--- src/hdl/cap_select_shift_out_sequencer_assert.svh ---
// Assertion macros used by the sequencer RTL.
// Define NO_ASSERTIONS to compile them away.
`ifndef CAP_SELECT_SHIFT_OUT_SEQUENCER_ASSERT_SVH
`define CAP_SELECT_SHIFT_OUT_SEQUENCER_ASSERT_SVH
`ifndef NO_ASSERTIONS
`define CSSO_ASSERT_NOW(lbl, clk, rst, ante, cons, msg) \
   lbl: assert property (@(posedge clk) disable iff (rst) (ante) |-> (cons)) \
      else $error(msg);
`define CSSO_ASSERT_NEXT(lbl, clk, rst, ante, cons, msg) \
   lbl: assert property (@(posedge clk) disable iff (rst) (ante) |=> (cons)) \
      else $error(msg);
`else
`define CSSO_ASSERT_NOW(lbl, clk, rst, ante, cons, msg)
`define CSSO_ASSERT_NEXT(lbl, clk, rst, ante, cons, msg)
`endif
`endif

--- src/hdl/csso_pkg.sv ---
`default_nettype none

package csso_pkg;

   localparam int FUNC_BITS      = 2;
   localparam int CHAN_NUM_BITS  = 3;
   localparam int CAP_VALUE_BITS = 8;
   localparam int EN_BITS        = 4;
   localparam int PW_BITS        = 16;
   localparam int CSR_INDEX_BITS = 8;
   localparam int NUM_WIDTH_REGS = 4;
   localparam int WIDTH_IDX_BITS = 2;

   // Command codes carried in the func field.
   typedef enum logic [FUNC_BITS-1:0] {
      CMD_SET     = 2'd0,
      CMD_ADVANCE = 2'd1,
      CMD_START   = 2'd2
   } cmd_type;

   // One decoded command waiting for the sequencer.
   typedef struct packed {
      logic               is_load;
      logic [EN_BITS-1:0] chan_enable;
      logic [PW_BITS-1:0] pulse_width;
      logic               pwm_start;
   } job_type;

endpackage

`default_nettype wire

--- src/hdl/csso_if.sv ---
`default_nettype none

interface csso_req_if;
   logic                                valid;
   logic                                ready;
   logic [csso_pkg::FUNC_BITS-1:0]      func;
   logic [csso_pkg::CHAN_NUM_BITS-1:0]  chan_num;
   logic [csso_pkg::CAP_VALUE_BITS-1:0] cap_value;

   modport source (output valid, func, chan_num, cap_value, input ready);
   modport sink   (input valid, func, chan_num, cap_value, output ready);
endinterface

interface csso_rsp_if;
   logic                         valid;
   logic                         ready;
   logic                         kind;
   logic                         ser_bit;
   logic                         shift_clk;
   logic                         latch_clk;
   logic                         clear_n;
   logic                         out_enable_n;
   logic [csso_pkg::EN_BITS-1:0] chan_enable;
   logic [csso_pkg::PW_BITS-1:0] pulse_width;
   logic                         pwm_start;
   logic                         last;

   modport source (output valid, kind, ser_bit, shift_clk, latch_clk, clear_n,
                   out_enable_n, chan_enable, pulse_width, pwm_start, last,
                   input ready);
   modport sink   (input valid, kind, ser_bit, shift_clk, latch_clk, clear_n,
                   out_enable_n, chan_enable, pulse_width, pwm_start, last,
                   output ready);
endinterface

interface csso_csr_if;
   logic                                valid;
   logic                                ready;
   logic [csso_pkg::CSR_INDEX_BITS-1:0] index;
   logic [csso_pkg::PW_BITS-1:0]        data;

   modport source (output valid, index, data, input ready);
   modport sink   (input valid, index, data, output ready);
endinterface

`default_nettype wire

--- src/hdl/csso_cmd.sv ---
`default_nettype none

module csso_cmd #(
   parameter int NUM_CHANNELS = 4,
   parameter int FIELD_BITS   = 6,
   parameter int SHIFT_BITS   = 24
) (
   input  wire logic                                clock,
   input  wire logic                                reset,
   input  wire logic                                req_fire,
   input  wire logic [csso_pkg::FUNC_BITS-1:0]      func,
   input  wire logic [csso_pkg::CHAN_NUM_BITS-1:0]  chan_num,
   input  wire logic [csso_pkg::CAP_VALUE_BITS-1:0] cap_value,
   input  wire logic                                csr_fire,
   input  wire logic [csso_pkg::CSR_INDEX_BITS-1:0] csr_index,
   input  wire logic [csso_pkg::PW_BITS-1:0]        csr_data,
   output      logic                                job_push,
   output      csso_pkg::job_type                   job,
   output      logic [SHIFT_BITS-1:0]               job_shadow
);

   localparam int ACW  = $clog2(NUM_CHANNELS);
   localparam int WIDE = SHIFT_BITS + NUM_CHANNELS * FIELD_BITS;

   logic [SHIFT_BITS-1:0]          shadow_ff;
   logic [ACW-1:0]                 active_ff;
   logic [csso_pkg::PW_BITS-1:0]   width_ff [csso_pkg::NUM_WIDTH_REGS];

   csso_pkg::cmd_type              cmd;
   logic                           chan_ok;
   logic                           has_result;
   logic                           is_set;
   logic                           is_advance;
   logic                           is_start;
   logic [ACW-1:0]                 adv_chan;
   logic [ACW-1:0]                 sel_chan;
   logic [csso_pkg::CHAN_NUM_BITS-1:0] sel_ext;
   logic [FIELD_BITS-1:0]          val_field;
   logic [SHIFT_BITS-1:0]          merged;

   assign cmd       = csso_pkg::cmd_type'(func);
   assign val_field = cap_value[FIELD_BITS-1:0];

   always_comb begin
      chan_ok  = (chan_num != '0) && (int'(chan_num) <= NUM_CHANNELS);
      adv_chan = (active_ff == ACW'(NUM_CHANNELS - 1)) ? '0 : active_ff + ACW'(1);
      has_result = 1'b0;
      is_set     = 1'b0;
      is_advance = 1'b0;
      is_start   = 1'b0;
      unique case (cmd)
         csso_pkg::CMD_SET: begin
            has_result = chan_ok;
            is_set     = chan_ok;
         end
         csso_pkg::CMD_ADVANCE: begin
            has_result = 1'b1;
            is_advance = 1'b1;
         end
         csso_pkg::CMD_START: begin
            has_result = 1'b1;
            is_start   = 1'b1;
         end
         default: begin
            has_result = 1'b0;
         end
      endcase
   end

   // Channel index reported by an update: the new one after an advance.
   always_comb begin
      sel_chan = is_advance ? adv_chan : active_ff;
      sel_ext  = csso_pkg::CHAN_NUM_BITS'(sel_chan);
      job.is_load   = is_set;
      job.pwm_start = is_start;
      if (int'(sel_ext) < csso_pkg::EN_BITS) begin
         job.chan_enable = csso_pkg::EN_BITS'(1) << sel_ext;
      end else begin
         job.chan_enable = '0;
      end
      if (int'(sel_ext) < csso_pkg::NUM_WIDTH_REGS) begin
         job.pulse_width = width_ff[sel_ext[csso_pkg::WIDTH_IDX_BITS-1:0]];
      end else begin
         job.pulse_width = '0;
      end
   end

   // Channel 1 owns the top field; bits of a field that fall above the
   // shadow word are dropped.
   always_comb begin
      logic [WIDE-1:0] val_wide;
      logic [WIDE-1:0] mask_wide;
      merged    = shadow_ff;
      val_wide  = '0;
      mask_wide = '0;
      for (int c = 1; c <= NUM_CHANNELS; c++) begin
         if (int'(chan_num) == c) begin
            val_wide  = WIDE'(val_field) << ((NUM_CHANNELS - c) * FIELD_BITS);
            mask_wide = WIDE'({FIELD_BITS{1'b1}}) << ((NUM_CHANNELS - c) * FIELD_BITS);
            merged    = (shadow_ff & ~mask_wide[SHIFT_BITS-1:0]) |
                        val_wide[SHIFT_BITS-1:0];
         end
      end
   end

   assign job_push   = req_fire && has_result;
   assign job_shadow = merged;

   always_ff @(posedge clock) begin
      if (reset) begin
         shadow_ff <= '0;
         active_ff <= '0;
      end else if (req_fire) begin
         if (is_set) begin
            shadow_ff <= merged;
         end
         if (is_advance) begin
            active_ff <= adv_chan;
         end
      end
   end

   always_ff @(posedge clock) begin
      if (reset) begin
         width_ff <= '{default: '0};
      end else if (csr_fire &&
                   (csr_index < csso_pkg::CSR_INDEX_BITS'(csso_pkg::NUM_WIDTH_REGS))) begin
         width_ff[csr_index[csso_pkg::WIDTH_IDX_BITS-1:0]] <= csr_data;
      end
   end

endmodule

`default_nettype wire

--- src/hdl/csso_seq.sv ---
`default_nettype none

`include "cap_select_shift_out_sequencer_assert.svh"

module csso_seq #(
   parameter int SHIFT_BITS = 24
) (
   input  wire logic                         clock,
   input  wire logic                         reset,
   input  wire logic                         job_push,
   input  wire csso_pkg::job_type            job,
   input  wire logic [SHIFT_BITS-1:0]        job_shadow,
   output      logic                         slot_free,
   input  wire logic                         rsp_ready,
   output      logic                         rsp_valid,
   output      logic                         rsp_kind,
   output      logic                         rsp_ser_bit,
   output      logic                         rsp_shift_clk,
   output      logic                         rsp_latch_clk,
   output      logic [csso_pkg::EN_BITS-1:0] rsp_chan_enable,
   output      logic [csso_pkg::PW_BITS-1:0] rsp_pulse_width,
   output      logic                         rsp_pwm_start,
   output      logic                         rsp_last
);

   localparam int NSTEP = 2 * SHIFT_BITS + 2;
   localparam int CW    = $clog2(NSTEP);
   localparam logic [CW-1:0] LATCH_STEP = CW'(2 * SHIFT_BITS);
   localparam logic [CW-1:0] LAST_STEP  = CW'(2 * SHIFT_BITS + 1);

   // Queued command.
   logic                  job_valid_ff, job_valid_in;
   csso_pkg::job_type     job_ff;
   logic [SHIFT_BITS-1:0] jshadow_ff;

   // Command in progress.
   logic                  busy_ff, busy_in;
   csso_pkg::job_type     bjob_ff;
   logic [CW-1:0]         cnt_ff, cnt_in;
   logic [SHIFT_BITS-1:0] sh_ff, sh_in;

   // Output register.
   logic                         rsp_valid_ff;
   logic                         rsp_kind_ff, rsp_kind_in;
   logic                         rsp_ser_ff, rsp_ser_in;
   logic                         rsp_sclk_ff, rsp_sclk_in;
   logic                         rsp_latch_ff, rsp_latch_in;
   logic [csso_pkg::EN_BITS-1:0] rsp_en_ff, rsp_en_in;
   logic [csso_pkg::PW_BITS-1:0] rsp_pw_ff, rsp_pw_in;
   logic                         rsp_start_ff, rsp_start_in;
   logic                         rsp_last_ff, rsp_last_in;

   csso_pkg::job_type     cur_job;
   logic [CW-1:0]         cur_cnt;
   logic [SHIFT_BITS-1:0] cur_sh;
   logic                  cur_valid;
   logic                  out_load;
   logic                  emit;
   logic                  job_pop;

   assign cur_valid = busy_ff || job_valid_ff;
   assign cur_job   = busy_ff ? bjob_ff : job_ff;
   assign cur_cnt   = busy_ff ? cnt_ff : '0;
   assign cur_sh    = busy_ff ? sh_ff : jshadow_ff;
   assign out_load  = !rsp_valid_ff || rsp_ready;
   assign emit      = out_load && cur_valid;
   assign job_pop   = emit && !busy_ff;
   assign slot_free = !job_valid_ff || job_pop;

   always_comb begin
      rsp_ser_in   = 1'b0;
      rsp_sclk_in  = 1'b0;
      rsp_latch_in = 1'b0;
      rsp_en_in    = '0;
      rsp_pw_in    = '0;
      rsp_start_in = 1'b0;
      if (cur_job.is_load) begin
         rsp_kind_in = 1'b0;
         if (cur_cnt < LATCH_STEP) begin
            rsp_ser_in  = cur_sh[0];
            rsp_sclk_in = cur_cnt[0];
         end
         rsp_latch_in = (cur_cnt == LATCH_STEP);
         rsp_last_in  = (cur_cnt == LAST_STEP);
      end else begin
         rsp_kind_in  = 1'b1;
         rsp_en_in    = cur_job.chan_enable;
         rsp_pw_in    = cur_job.pulse_width;
         rsp_start_in = cur_job.pwm_start;
         rsp_last_in  = 1'b1;
      end
      busy_in      = emit ? !rsp_last_in : busy_ff;
      cnt_in       = cur_cnt + CW'(1);
      sh_in        = cur_cnt[0] ? (cur_sh >> 1) : cur_sh;
      job_valid_in = job_push || (job_valid_ff && !job_pop);
   end

   always_ff @(posedge clock) begin
      if (reset) begin
         job_valid_ff <= 1'b0;
         busy_ff      <= 1'b0;
         cnt_ff       <= '0;
         rsp_valid_ff <= 1'b0;
      end else begin
         job_valid_ff <= job_valid_in;
         busy_ff      <= busy_in;
         if (emit) begin
            cnt_ff <= cnt_in;
         end
         if (out_load) begin
            rsp_valid_ff <= cur_valid;
         end
      end
   end

   always_ff @(posedge clock) begin
      if (job_push) begin
         job_ff     <= job;
         jshadow_ff <= job_shadow;
      end
      if (emit) begin
         bjob_ff      <= cur_job;
         sh_ff        <= sh_in;
         rsp_kind_ff  <= rsp_kind_in;
         rsp_ser_ff   <= rsp_ser_in;
         rsp_sclk_ff  <= rsp_sclk_in;
         rsp_latch_ff <= rsp_latch_in;
         rsp_en_ff    <= rsp_en_in;
         rsp_pw_ff    <= rsp_pw_in;
         rsp_start_ff <= rsp_start_in;
         rsp_last_ff  <= rsp_last_in;
      end
   end

   assign rsp_valid       = rsp_valid_ff;
   assign rsp_kind        = rsp_kind_ff;
   assign rsp_ser_bit     = rsp_ser_ff;
   assign rsp_shift_clk   = rsp_sclk_ff;
   assign rsp_latch_clk   = rsp_latch_ff;
   assign rsp_chan_enable = rsp_en_ff;
   assign rsp_pulse_width = rsp_pw_ff;
   assign rsp_pwm_start   = rsp_start_ff;
   assign rsp_last        = rsp_last_ff;

   `CSSO_ASSERT_NOW(a_cnt_range, clock, reset, busy_ff, cnt_ff <= LAST_STEP, "step count past end")
   `CSSO_ASSERT_NOW(a_busy_load, clock, reset, busy_ff, bjob_ff.is_load, "update left busy set")
   `CSSO_ASSERT_NEXT(a_latch_then_last, clock, reset, rsp_valid_ff && rsp_latch_ff && rsp_ready, rsp_valid_ff && rsp_last_ff, "latch beat not followed by final beat")
   `CSSO_ASSERT_NEXT(a_job_kept, clock, reset, job_valid_ff && !job_pop, job_valid_ff, "queued command lost")

endmodule

`default_nettype wire

--- src/hdl/cap_select_shift_out_sequencer.sv ---
// Capacitor-select shift-out sequencer.
// req_if takes one command per beat: set a channel's capacitor field, advance
// to the next channel, or start PWM on the current one. csr_if writes the four
// per-channel pulse widths; it is always ready, and the user must use it only
// while idle; the block does not enforce this. rsp_if returns the result
// beats: a valid set gives 2*SHIFT_BITS+2 pin-state beats (50 by default),
// advance and start give one channel-update beat, and a set to a channel
// outside 1..NUM_CHANNELS or an unused code gives none. The first beat of a
// command passes through the queue register and then the output register
// before it is valid on the output. The step counter emits one beat per
// cycle while the receiver does not stall. One more command is held in a
// queue register, so a command is accepted while the previous one is still
// shifting out or its last beat still waits in the output register.
// Reset clears the shadow word, selects channel 1 and zeroes the widths.
// When the receiver stalls, the output register holds its beat and the
// sequencer freezes; the input side stalls once the queue register is full.
`default_nettype none

module cap_select_shift_out_sequencer #(
   parameter int NUM_CHANNELS = 4,
   parameter int FIELD_BITS   = 6,
   parameter int SHIFT_BITS   = 24
) (
   input wire logic  clock,
   input wire logic  reset,
   csso_req_if.sink  req_if,
   csso_rsp_if.source rsp_if,
   csso_csr_if.sink  csr_if
);

   logic                  req_fire;
   logic                  csr_fire;
   logic                  job_push;
   csso_pkg::job_type     job;
   logic [SHIFT_BITS-1:0] job_shadow;
   logic                  slot_free;

   // The queue register is free now or drains on this edge.
   assign req_if.ready = slot_free;
   assign req_fire     = req_if.valid && req_if.ready;

   assign csr_if.ready = 1'b1;
   assign csr_fire     = csr_if.valid && csr_if.ready;

   // Decode, shadow word, active channel and width registers.
   csso_cmd #(
      .NUM_CHANNELS (NUM_CHANNELS),
      .FIELD_BITS   (FIELD_BITS),
      .SHIFT_BITS   (SHIFT_BITS)
   ) u_cmd (
      .clock      (clock),
      .reset      (reset),
      .req_fire   (req_fire),
      .func       (req_if.func),
      .chan_num   (req_if.chan_num),
      .cap_value  (req_if.cap_value),
      .csr_fire   (csr_fire),
      .csr_index  (csr_if.index),
      .csr_data   (csr_if.data),
      .job_push   (job_push),
      .job        (job),
      .job_shadow (job_shadow)
   );

   // Queue register, step counter and output register.
   csso_seq #(
      .SHIFT_BITS (SHIFT_BITS)
   ) u_seq (
      .clock           (clock),
      .reset           (reset),
      .job_push        (job_push),
      .job             (job),
      .job_shadow      (job_shadow),
      .slot_free       (slot_free),
      .rsp_ready       (rsp_if.ready),
      .rsp_valid       (rsp_if.valid),
      .rsp_kind        (rsp_if.kind),
      .rsp_ser_bit     (rsp_if.ser_bit),
      .rsp_shift_clk   (rsp_if.shift_clk),
      .rsp_latch_clk   (rsp_if.latch_clk),
      .rsp_chan_enable (rsp_if.chan_enable),
      .rsp_pulse_width (rsp_if.pulse_width),
      .rsp_pwm_start   (rsp_if.pwm_start),
      .rsp_last        (rsp_if.last)
   );

   // The clear pin stays released and the outputs stay enabled.
   assign rsp_if.clear_n      = 1'b1;
   assign rsp_if.out_enable_n = 1'b0;

endmodule

`default_nettype wire
--- src/flat_wrapper.sv ---
// flat-port wrapper written by rule: the top's interface ports become plain ports
module cap_select_shift_out_sequencer_flat 
#(
   parameter int NUM_CHANNELS = 4,
   parameter int FIELD_BITS   = 6,
   parameter int SHIFT_BITS   = 24
)
  (clock, reset, req_if_valid, req_if_func, req_if_chan_num, req_if_cap_value, req_if_ready, rsp_if_valid, rsp_if_kind, rsp_if_ser_bit, rsp_if_shift_clk, rsp_if_latch_clk, rsp_if_clear_n, rsp_if_out_enable_n, rsp_if_chan_enable, rsp_if_pulse_width, rsp_if_pwm_start, rsp_if_last, rsp_if_ready, csr_if_valid, csr_if_index, csr_if_data, csr_if_ready);
  csso_req_if req_if_i ();
  csso_rsp_if rsp_if_i ();
  csso_csr_if csr_if_i ();
  input wire logic clock;
  input wire logic reset;
  input wire logic [$bits(req_if_i.valid)-1:0] req_if_valid;
  input wire logic [$bits(req_if_i.func)-1:0] req_if_func;
  input wire logic [$bits(req_if_i.chan_num)-1:0] req_if_chan_num;
  input wire logic [$bits(req_if_i.cap_value)-1:0] req_if_cap_value;
  output wire logic [$bits(req_if_i.ready)-1:0] req_if_ready;
  output wire logic [$bits(rsp_if_i.valid)-1:0] rsp_if_valid;
  output wire logic [$bits(rsp_if_i.kind)-1:0] rsp_if_kind;
  output wire logic [$bits(rsp_if_i.ser_bit)-1:0] rsp_if_ser_bit;
  output wire logic [$bits(rsp_if_i.shift_clk)-1:0] rsp_if_shift_clk;
  output wire logic [$bits(rsp_if_i.latch_clk)-1:0] rsp_if_latch_clk;
  output wire logic [$bits(rsp_if_i.clear_n)-1:0] rsp_if_clear_n;
  output wire logic [$bits(rsp_if_i.out_enable_n)-1:0] rsp_if_out_enable_n;
  output wire logic [$bits(rsp_if_i.chan_enable)-1:0] rsp_if_chan_enable;
  output wire logic [$bits(rsp_if_i.pulse_width)-1:0] rsp_if_pulse_width;
  output wire logic [$bits(rsp_if_i.pwm_start)-1:0] rsp_if_pwm_start;
  output wire logic [$bits(rsp_if_i.last)-1:0] rsp_if_last;
  input wire logic [$bits(rsp_if_i.ready)-1:0] rsp_if_ready;
  input wire logic [$bits(csr_if_i.valid)-1:0] csr_if_valid;
  input wire logic [$bits(csr_if_i.index)-1:0] csr_if_index;
  input wire logic [$bits(csr_if_i.data)-1:0] csr_if_data;
  output wire logic [$bits(csr_if_i.ready)-1:0] csr_if_ready;
  assign req_if_i.valid = req_if_valid;
  assign req_if_i.func = req_if_func;
  assign req_if_i.chan_num = req_if_chan_num;
  assign req_if_i.cap_value = req_if_cap_value;
  assign req_if_ready = req_if_i.ready;
  assign rsp_if_valid = rsp_if_i.valid;
  assign rsp_if_kind = rsp_if_i.kind;
  assign rsp_if_ser_bit = rsp_if_i.ser_bit;
  assign rsp_if_shift_clk = rsp_if_i.shift_clk;
  assign rsp_if_latch_clk = rsp_if_i.latch_clk;
  assign rsp_if_clear_n = rsp_if_i.clear_n;
  assign rsp_if_out_enable_n = rsp_if_i.out_enable_n;
  assign rsp_if_chan_enable = rsp_if_i.chan_enable;
  assign rsp_if_pulse_width = rsp_if_i.pulse_width;
  assign rsp_if_pwm_start = rsp_if_i.pwm_start;
  assign rsp_if_last = rsp_if_i.last;
  assign rsp_if_i.ready = rsp_if_ready;
  assign csr_if_i.valid = csr_if_valid;
  assign csr_if_i.index = csr_if_index;
  assign csr_if_i.data = csr_if_data;
  assign csr_if_ready = csr_if_i.ready;
  cap_select_shift_out_sequencer #(.NUM_CHANNELS(NUM_CHANNELS), .FIELD_BITS(FIELD_BITS), .SHIFT_BITS(SHIFT_BITS)) u_core (.clock(clock), .reset(reset), .req_if(req_if_i), .rsp_if(rsp_if_i), .csr_if(csr_if_i));
endmodule
--- config.mk ---
export PLATFORM = sky130hd
export DESIGN_NAME = cap_select_shift_out_sequencer_flat
export DESIGN_NICKNAME = d
export VERILOG_FILES = /design/src/hdl/csso_pkg.sv /design/src/hdl/csso_if.sv /design/src/hdl/csso_cmd.sv /design/src/hdl/csso_seq.sv /design/src/hdl/cap_select_shift_out_sequencer.sv /design/src/flat_wrapper.sv
export VERILOG_INCLUDE_DIRS = /design/src /design/src/hdl
export SDC_FILE = /design/constraint.sdc
export NUM_CORES = 1
export LEC_CHECK = 0
export BUFFER_PORTS_ARGS = -buffer_cell sky130_fd_sc_hd__buf_4
export CORE_ASPECT_RATIO = 0.8
export CORE_UTILIZATION = 45
export DETAILED_ROUTE_END_ITERATION = 16
export MAX_ROUTING_LAYER = met4
export PLACE_DENSITY = 0.7
export SETUP_SLACK_MARGIN = 0.4
export SLEW_MARGIN = 0
export SYNTH_ARGS = -nofsm -noshare
export SYNTH_HDL_FRONTEND = slang
export SYNTH_SLANG_ARGS = --single-unit
export TNS_END_PERCENT = 20
--- constraint.sdc ---
create_clock -name clock -period 16.57 [get_ports clock]
set_input_delay 3.314 -clock clock [delete_from_list [all_inputs] [get_ports clock]]
set_output_delay 3.314 -clock clock [all_outputs]
set_load 0.005 [all_outputs]
==> run_results.csv, run 1 <==
group,metric,value,unit
grt,grt_start_max_net_pins,81,
setup_path,path_buf_inv,5,
hold_path,hold_depth,2,
clock_network,worstSkewPairLatency,0.50,ns
setup_path,slowest_stage,"buf_4",
grt,grt_pass1_vias,5741,
detailed_routing,drc,0,
timing,fmax,130,MHz
yosys,yosysTopAreaCell,"edfxtp_1",
hold_path,min-delay-path-class,"reg -> reg",
yosys,synth_seq_cells,217,
timing,setup_viol,0,
grt,grt-ovfl-total,0,
detailed_routing,wl_per_cell,16.2,microns
yosys,synth_area,9280,sq um
yosys,synth_top_area_frac,0.382,
clock_network,clkTransAtPathRegs,0.05,ns
pwr,p_total,1.25,mW
timing,period_needed,7.68,ns
clock_network,htreeDepth,1,
placed_design,dp_cells,1134,
timing,skew,0.00765,ns
timing,hold_viol,0,
pwr,leakage,3.76,nW
detailed_routing,antenna_left,0,
detailed_routing,drt_iter0_drc,399,
hold_path,hp-start,"u_core.u_cmd.width_ff[62]",
yosys,ys.flop_type,"edfxtp_1",
setup_path,worstReg2RegStart,"u_core.u_seq.busy_ff",
job,cap_violations,0,
floorplanning,die_h,130,microns
timing,worstMarginPinSlew,0.971,ns
pwr,p_per_area,117,nW/um^2
timing,period_share,0.464,
timing,fin_tns_setup,0,ns
floorplanning,core-area,20000,sq um
setup_path,cp.required,13.26,ns
floorplanning,rows,46,
yosys,synthTopCellsByArea,"edfxtp_1, dfxtp_1, nand2_1",
setup_path,slowest_delay,0.25,ns
detailed_routing,wl,19000,microns
floorplanning,start_util,0.463,
detailed_routing,via_per_inst,5.31,
setup_path,r2r_slack,13.10,ns
floorplanning,die_w,163,microns
clock_network,clock_sinks,217,
clock_network,post_cts_buffers,0,
hold_path,min_to,"u_core.u_cmd.width_ff[62]",
placed_design,io_buffers,67,
setup_path,critPathCaptureType,"primary output",
timing,rsz0062_at_grt,"false",
clock_network,ctsHoldBuffers,0,
grt,grt_antenna_before_repair,0,
setup_path,crit_family,"buffers and inverters",
yosys,synth_cell_types,45,
yosys,yosys_warnings,0,
setup_path,worstRegToRegCells,5,
yosys,synth_edf_count,118,
final_layout,antennaDiodeCount,0,
timing,final_max_slew_viol_count,0,
placed_design,dp_hpwl,11800,microns
grt,grt_pass1_wl,30100,microns
setup_path,path_cells,"buf_4 -> nor2b_1 -> buf_4 -> o21a_1 -> buf_4 -> inv_1 -> buf_4",
yosys,syn_inst,856,
detailed_routing,vias,6240,
setup_path,worst_path_most_repeated_cell,"buf_4",
status,status,"complete, no violations",
yosys,synth.avg_cell_area,10.8,sq um
setup_path,path_max_fanout,20,
floorplanning,pin_count,73,
final_layout,layoutNonFillerInstCount,1175,
setup_path,startpoint_type,"primary input",
timing,hold_ws,0.448,ns
detailed_routing,firstDrtPassIters,5,
clock_network,cts_root_buf,"clkbuf_16",
placed_design,gp_congestion,0.788,
grt,grtUsageTotal,0.186,
clock_network,cts_buffers,23,
floorplanning,die-area,21200,sq um
final_layout,nNetsFinal,946,
timing,relSlewSlack,0.350,
setup_path,reg2reg_to,"u_core.u_seq.jshadow_ff[22]",
clock_network,cts_tree,"yes",
final_layout,layout-drive-gt1-share,0.191,
setup_path,path_class,"in -> out",
pwr,ir_drop,0.0000684,V
clock_network,cts_max_path_buffers,3,
clock_network,cts_resized,0,
yosys,synthArstFlopShare,0,
yosys,yosysSeqAreaShare,0.595,
final_layout,syn_to_final_growth,14.4,%
setup_path,worstPathArrival,4.37,ns
## how the worst max path moves through the flow
stage / startpoint / end / slack [ns] / cells after the start
3_3_place_gp: rsp_if_ready / req_if_ready / 8.90 / 7
4_1_cts: rsp_if_ready / req_if_ready / 8.90 / 7
2_1_floorplan: req_if_chan_num[1] / u_core.u_seq.job_ff[0] / 8.66 / 6
6_report: rsp_if_ready / req_if_ready / 8.89 / 7
3_5_place_dp: rsp_if_ready / req_if_ready / 8.91 / 7
5_1_grt: rsp_if_ready / req_if_ready / 8.79 / 7
## power breakdown
| group | internal [mW] | switching, mW | leakage, nW |
|---|---|---|---|
| registers | 0.612 | 0.0117 | 1.92 |
| logic | 0.0482 | 0.0745 | 1.47 |
| clock network | 0.294 | 0.207 | 0.360 |
| total | 0.954 | 0.294 | 3.76 |
## worst reg2reg max path, stage by stage, from the launching register on
cell      delay, ns
dfxtp_2        0.32
buf_4          0.37
nand2b_1       0.26
o21bai_1       0.66
nor3b_2        0.92
buf_4          0.56
## registers in the layout, indices dropped and copies added, names as in the netlist, 2 cells and up
register and cells:
u_core.u_cmd.shadow_ff 24, u_core.u_seq.cnt_ff 6, u_core.u_seq.jshadow_ff 24, u_core.u_seq.job_ff 22, u_core.u_cmd.active_ff 2, u_core.u_seq.sh_ff 24, u_core.u_seq.rsp_pulse_width 16, u_core.u_seq.bjob_ff 22
u_core.u_cmd.width_ff 64, u_core.u_seq.rsp_chan_enable 4
## final cells by class
cell class | instances | area (sq um)
well taps | 264 | 330
flip-flops and latches | 217 | 5530
multi-input cells | 571 | 3440
fillers | 1788 | 9410
clock inverters | 9 | 85.1
repair buffers | 74 | 556
inverters | 8 | 30.0
clock buffers | 32 | 659
## placed cells by master, fill, tap and decap left out, types with 4 or more instances in the layout
cell type	n
nand3_1	4
clkbuf_8	5
a211oi_1	17
clkbuf_16	23
a31oi_1	17
o21ba_2	6
mux2_2	48
nand2_1	169
nor2b_1	25
edfxtp_1	118
inv_1	8
and2_1	19
dfxtp_1	98
ha_1	9
mux2i_1	24
clkbuf_1	4
o21ai_0	6
nor3_1	29
o31ai_1	19
nor2_1	48
buf_4	74
a21oi_1	95
## per-layer routing
metal / wire [microns] / vias up / track usage
met4: 412 / 0 / 0.0489
li1: - / 3111 / -
met2: 8200 / 163 / 0.273
met1: 9410 / 2936 / 0.268
met5: 0 / - / -
met3: 1000 / 30 / 0.0275
## stage by stage
stage | area [sq um] | setup WS (ns) | utilization
final | 10600 | 8.89 | 0.530
after detailed placement | 9880 | 8.91 | 0.493
after CTS | 10600 | 8.90 | 0.530
after global routing | 10600 | 8.79 | 0.530
after global placement | 9880 | 8.90 | 0.493
after floorplan | 9290 | 8.66 | -
## cells by family (layout without fill, tap and decap cells)
kind of cell               count (synthesis)  after routing  synth area share
other                                      2              3          0.000809
buffers and inverters                     69            123            0.0368
adders and majority gates                  9              9            0.0121
muxes                                     73             73            0.0852
and+or+nand+nor                          318            318             0.161
xor gates and xnor gates                   2              2           0.00189
DFF                                      217            217             0.595
AOI/OAI and AO/OA                        166            166             0.107
## synth_stat cells, types with 2 or more instances
master    instances
buf_1             3
nor2b_1          25
buf_4             9
xor2_1            2
conb_1            2
a31oi_1          17
nand2_1         169
and3_1            2
and2_1           19
clkbuf_1         25
inv_1             8
nor4b_4           3
mux2_2           48
mux2i_1          25
nand4_1           3
nand3_1           4
nor2_1           49
a211oi_1         17
o21ai_0           6
edfxtp_1        118
o21ba_2           6
ha_1              9
buf_2            21
dfxtp_1          99
o31ai_1          19
nor3_1           29
nand2b_1          2
a21oi_1          95
nor3b_1           2
nand3b_1          2
o21a_1            2
buf_6             3
No activity file was read; power rests on OpenSTA's default activity.
==> inputs of run 2 (changes only) <==
--- a/config.mk
+++ b/config.mk
@@ -6,12 +6,13 @@
 export SDC_FILE = /design/constraint.sdc
 export NUM_CORES = 1
 export LEC_CHECK = 0
+export ABC_AREA = 1
 export BUFFER_PORTS_ARGS = -buffer_cell sky130_fd_sc_hd__buf_4
 export CORE_ASPECT_RATIO = 0.8
 export CORE_UTILIZATION = 45
 export DETAILED_ROUTE_END_ITERATION = 16
 export MAX_ROUTING_LAYER = met4
-export PLACE_DENSITY = 0.7
+export PLACE_DENSITY = 0.72
 export SETUP_SLACK_MARGIN = 0.4
 export SLEW_MARGIN = 0
 export SYNTH_ARGS = -nofsm -noshare
==> constraint.sdc (replaced) <==
create_clock -name clock -period 6.5 [get_ports clock]
set_input_delay 1.3 -clock clock [delete_from_list [all_inputs] [get_ports clock]]
set_output_delay 1.3 -clock clock [all_outputs]
set_load 0.005 [all_outputs]
==> run_results.csv, run 2 <==
group,metric,value,unit
status,status,"complete, no violations",
setup_path,cp.required,5.20,ns
final_layout,final_core_util,0.519,
floorplanning,die_h,132,microns
detailed_routing,firstDrtPassIters,5,
final_layout,syn_to_final_growth,12.7,%
pwr,leakage,4.30,nW
clock_network,clock_sinks,217,
clock_network,clkTransAtPathRegs,0.06,ns
setup_path,path_buf_inv,3,
clock_network,worstSkewPairLatency,0.51,ns
grt,grt_antenna_before_repair,0,
final_layout,largest_register,"u_core.u_cmd.width_ff",
timing,rsz0062_at_grt,"false",
setup_path,slowest_stage,"nand2_2",
timing,relSlewSlack,0.242,
final_layout,final_common_cell,"nand2_1",
clock_network,cts_tree,"yes",
timing,period_needed,3.38,ns
timing,fin_tns_setup,0,ns
placed_design,place_ws,3.04,ns
placed_design,gp_congestion,0.842,
detailed_routing,wl_per_cell,14.9,microns
clock_network,cts_resized,0,
yosys,synthTopCellsByArea,"edfxtp_1, dfxtp_1, nand2_1",
clock_network,cts_buffers,23,
detailed_routing,drc,0,
grt,grtUsageTotal,0.200,
timing,setup_viol,0,
detailed_routing,vias,7215,
grt,grt_pass1_wl,33800,microns
final_layout,layoutNonFillerInstCount,1405,
final_layout,multi_input_area,3200,sq um
yosys,yosysSeqAreaShare,0.579,
yosys,synth-compound-area-share,0.0784,
yosys,synth_fa_ha_area_frac,0.0118,
setup_path,slowest_delay,0.22,ns
timing,fmax,296,MHz
final_layout,nFillCells,1860,
setup_path,critPathCaptureType,"primary output",
pwr,p_per_area,284,nW/um^2
setup_path,startpoint_type,"primary input",
yosys,synth_top_area_frac,0.371,
floorplanning,rows,47,
yosys,yosysTopAreaCell,"edfxtp_1",
detailed_routing,antenna_left,0,
setup_path,path_max_fanout,5,
pwr,ir_drop,0.000164,V
clock_network,htreeDepth,1,
yosys,synth_seq_cells,217,
yosys,ys.flop_type,"edfxtp_1",
grt,grt_start_max_net_pins,68,
clock_network,post_cts_buffers,0,
yosys,synth_area,9550,sq um
grt,grt_pass1_vias,6474,
final_layout,nNetsFinal,1171,
timing,period_share,0.520,
yosys,synth_xor_area_frac,0,
yosys,synthArstFlopShare,0,
floorplanning,pin_count,73,
yosys,synth_cell_types,33,
yosys,synthMuxAreaShare,0.00105,
final_layout,layout-drive-gt1-share,0.134,
yosys,syn_inst,1077,
setup_path,crit_family,"simple AND/OR/NAND/NOR gates",
floorplanning,die-area,21800,sq um
floorplanning,die_w,165,microns
yosys,yosys-top-cells-count,"nand2_1, inv_1, edfxtp_1",
job,cap_violations,0,
yosys,synth_edf_count,118,
yosys,synth_top_family_by_area,"simple AND/OR/NAND/NOR gates",
floorplanning,start_util,0.460,
setup_path,path_class,"in -> out",
timing,final_max_slew_viol_count,0,
clock_network,cts_root_buf,"clkbuf_16",
placed_design,dp_hpwl,12700,microns
final_layout,antennaDiodeCount,0,
detailed_routing,drt_iter0_drc,757,
clock_network,ctsHoldBuffers,0,
placed_design,io_buffers,67,
hold_path,min-delay-path-class,"reg -> reg",
timing,fin_ws,3.12,ns
final_layout,seq_area,5530,sq um
timing,skew,0.00785,ns
detailed_routing,wl,20900,microns
timing,worstMarginPinSlew,1.14,ns
final_layout,layout_common_cells,"nand2_1, inv_1, edfxtp_1",
grt,grt-ovfl-total,0,
setup_path,path_cells,"buf_4 -> inv_1 -> nand2_2 -> nand3_2 -> nand2_2 -> buf_4",
clock_network,cts_max_path_buffers,3,
yosys,yosys.area_share.simple,0.242,
final_layout,largest_reg_flops,64,
setup_path,worstPathArrival,2.08,ns
timing,hold_viol,0,
floorplanning,core-area,20800,sq um
detailed_routing,via_per_inst,5.14,
yosys,synth.avg_cell_area,8.87,sq um
placed_design,dp_cells,1364,
yosys,yosysMostFrequentCell,"nand2_1",
yosys,yosys_warnings,0,
run 2: changes by cell type in the layout (fill, tap and decap cells not counted), sizes merged, moves of 21 or more:
cell / delta
nand3: +105
nor2: +45
nor2b: -25
o21ai: +40
nor3: -28
nand4: +21
mux2i: -24
mux2: -48
nand2: +97
or2: +23
inv: +122
run 2: power by group:
group          switching (mW)  total (mW)  internal, mW
Sequential             0.0245        1.57          1.55
Combinational           0.206       0.299        0.0930
Clock                   0.514        1.19         0.676
Total                   0.744        3.06          2.32
run 2: routing by layer:
layer	global-route usage	wire, microns
met2	0.278	9170
met5	-	0
met3	0.0362	1530
met1	0.301	9910
met4	0.0443	314
run 2: cell families (layout without fill, tap and decap cells):
logic type,after synthesis,count (layout)
buf+inv,186,244
mux,1,1
flops,217,217
compound gates,143,143
other cells,2,3
fa+ha+maj,9,9
simple gates,519,519
run 2: worst register-to-register path, stage by stage, from the launching register on:
cell and delay [ns]:
dfxtp_1 0.31, inv_2 0.43, nand3_2 0.27, nand2_2 0.22, nand2_1 0.15, nor2_4 0.54, buf_4 0.42
run 2: metrics by stage:
stage | hold WS, ns | cell area (sq um) | total power [mW]
after floorplan | 0.439 | 9550 | 1.79
after global placement | 0.448 | 10100 | 1.89
after detailed placement | 0.452 | 10100 | 1.90
after CTS | 0.461 | 10800 | 3.08
after global routing | 0.475 | 10800 | 3.18
final | 0.459 | 10800 | 3.06
run 2: worst paths after layout:
kind | start | end | slack [ns] | cells after the start
setup / recovery | rsp_if_ready | req_if_ready | 3.12 | 6
hold / removal | u_core.u_cmd.width_ff[11] | u_core.u_cmd.width_ff[11] | 0.46 | 2
setup reg to reg | u_core.u_seq.busy_ff | u_core.u_seq.jshadow_ff[1] | 3.81 | 6
hold reg to reg | u_core.u_cmd.width_ff[11] | u_core.u_cmd.width_ff[11] | 0.46 | 2
run 2: cell type report:
cell class,instances,area share
Inverter,130,0.0453
Clock buffer,34,0.0592
Sequential cell,217,0.513
Tap cell,269,0.0313
Clock inverter,7,0.00325
Timing Repair Buffer,73,0.0509
Multi-Input combinational cell,675,0.297
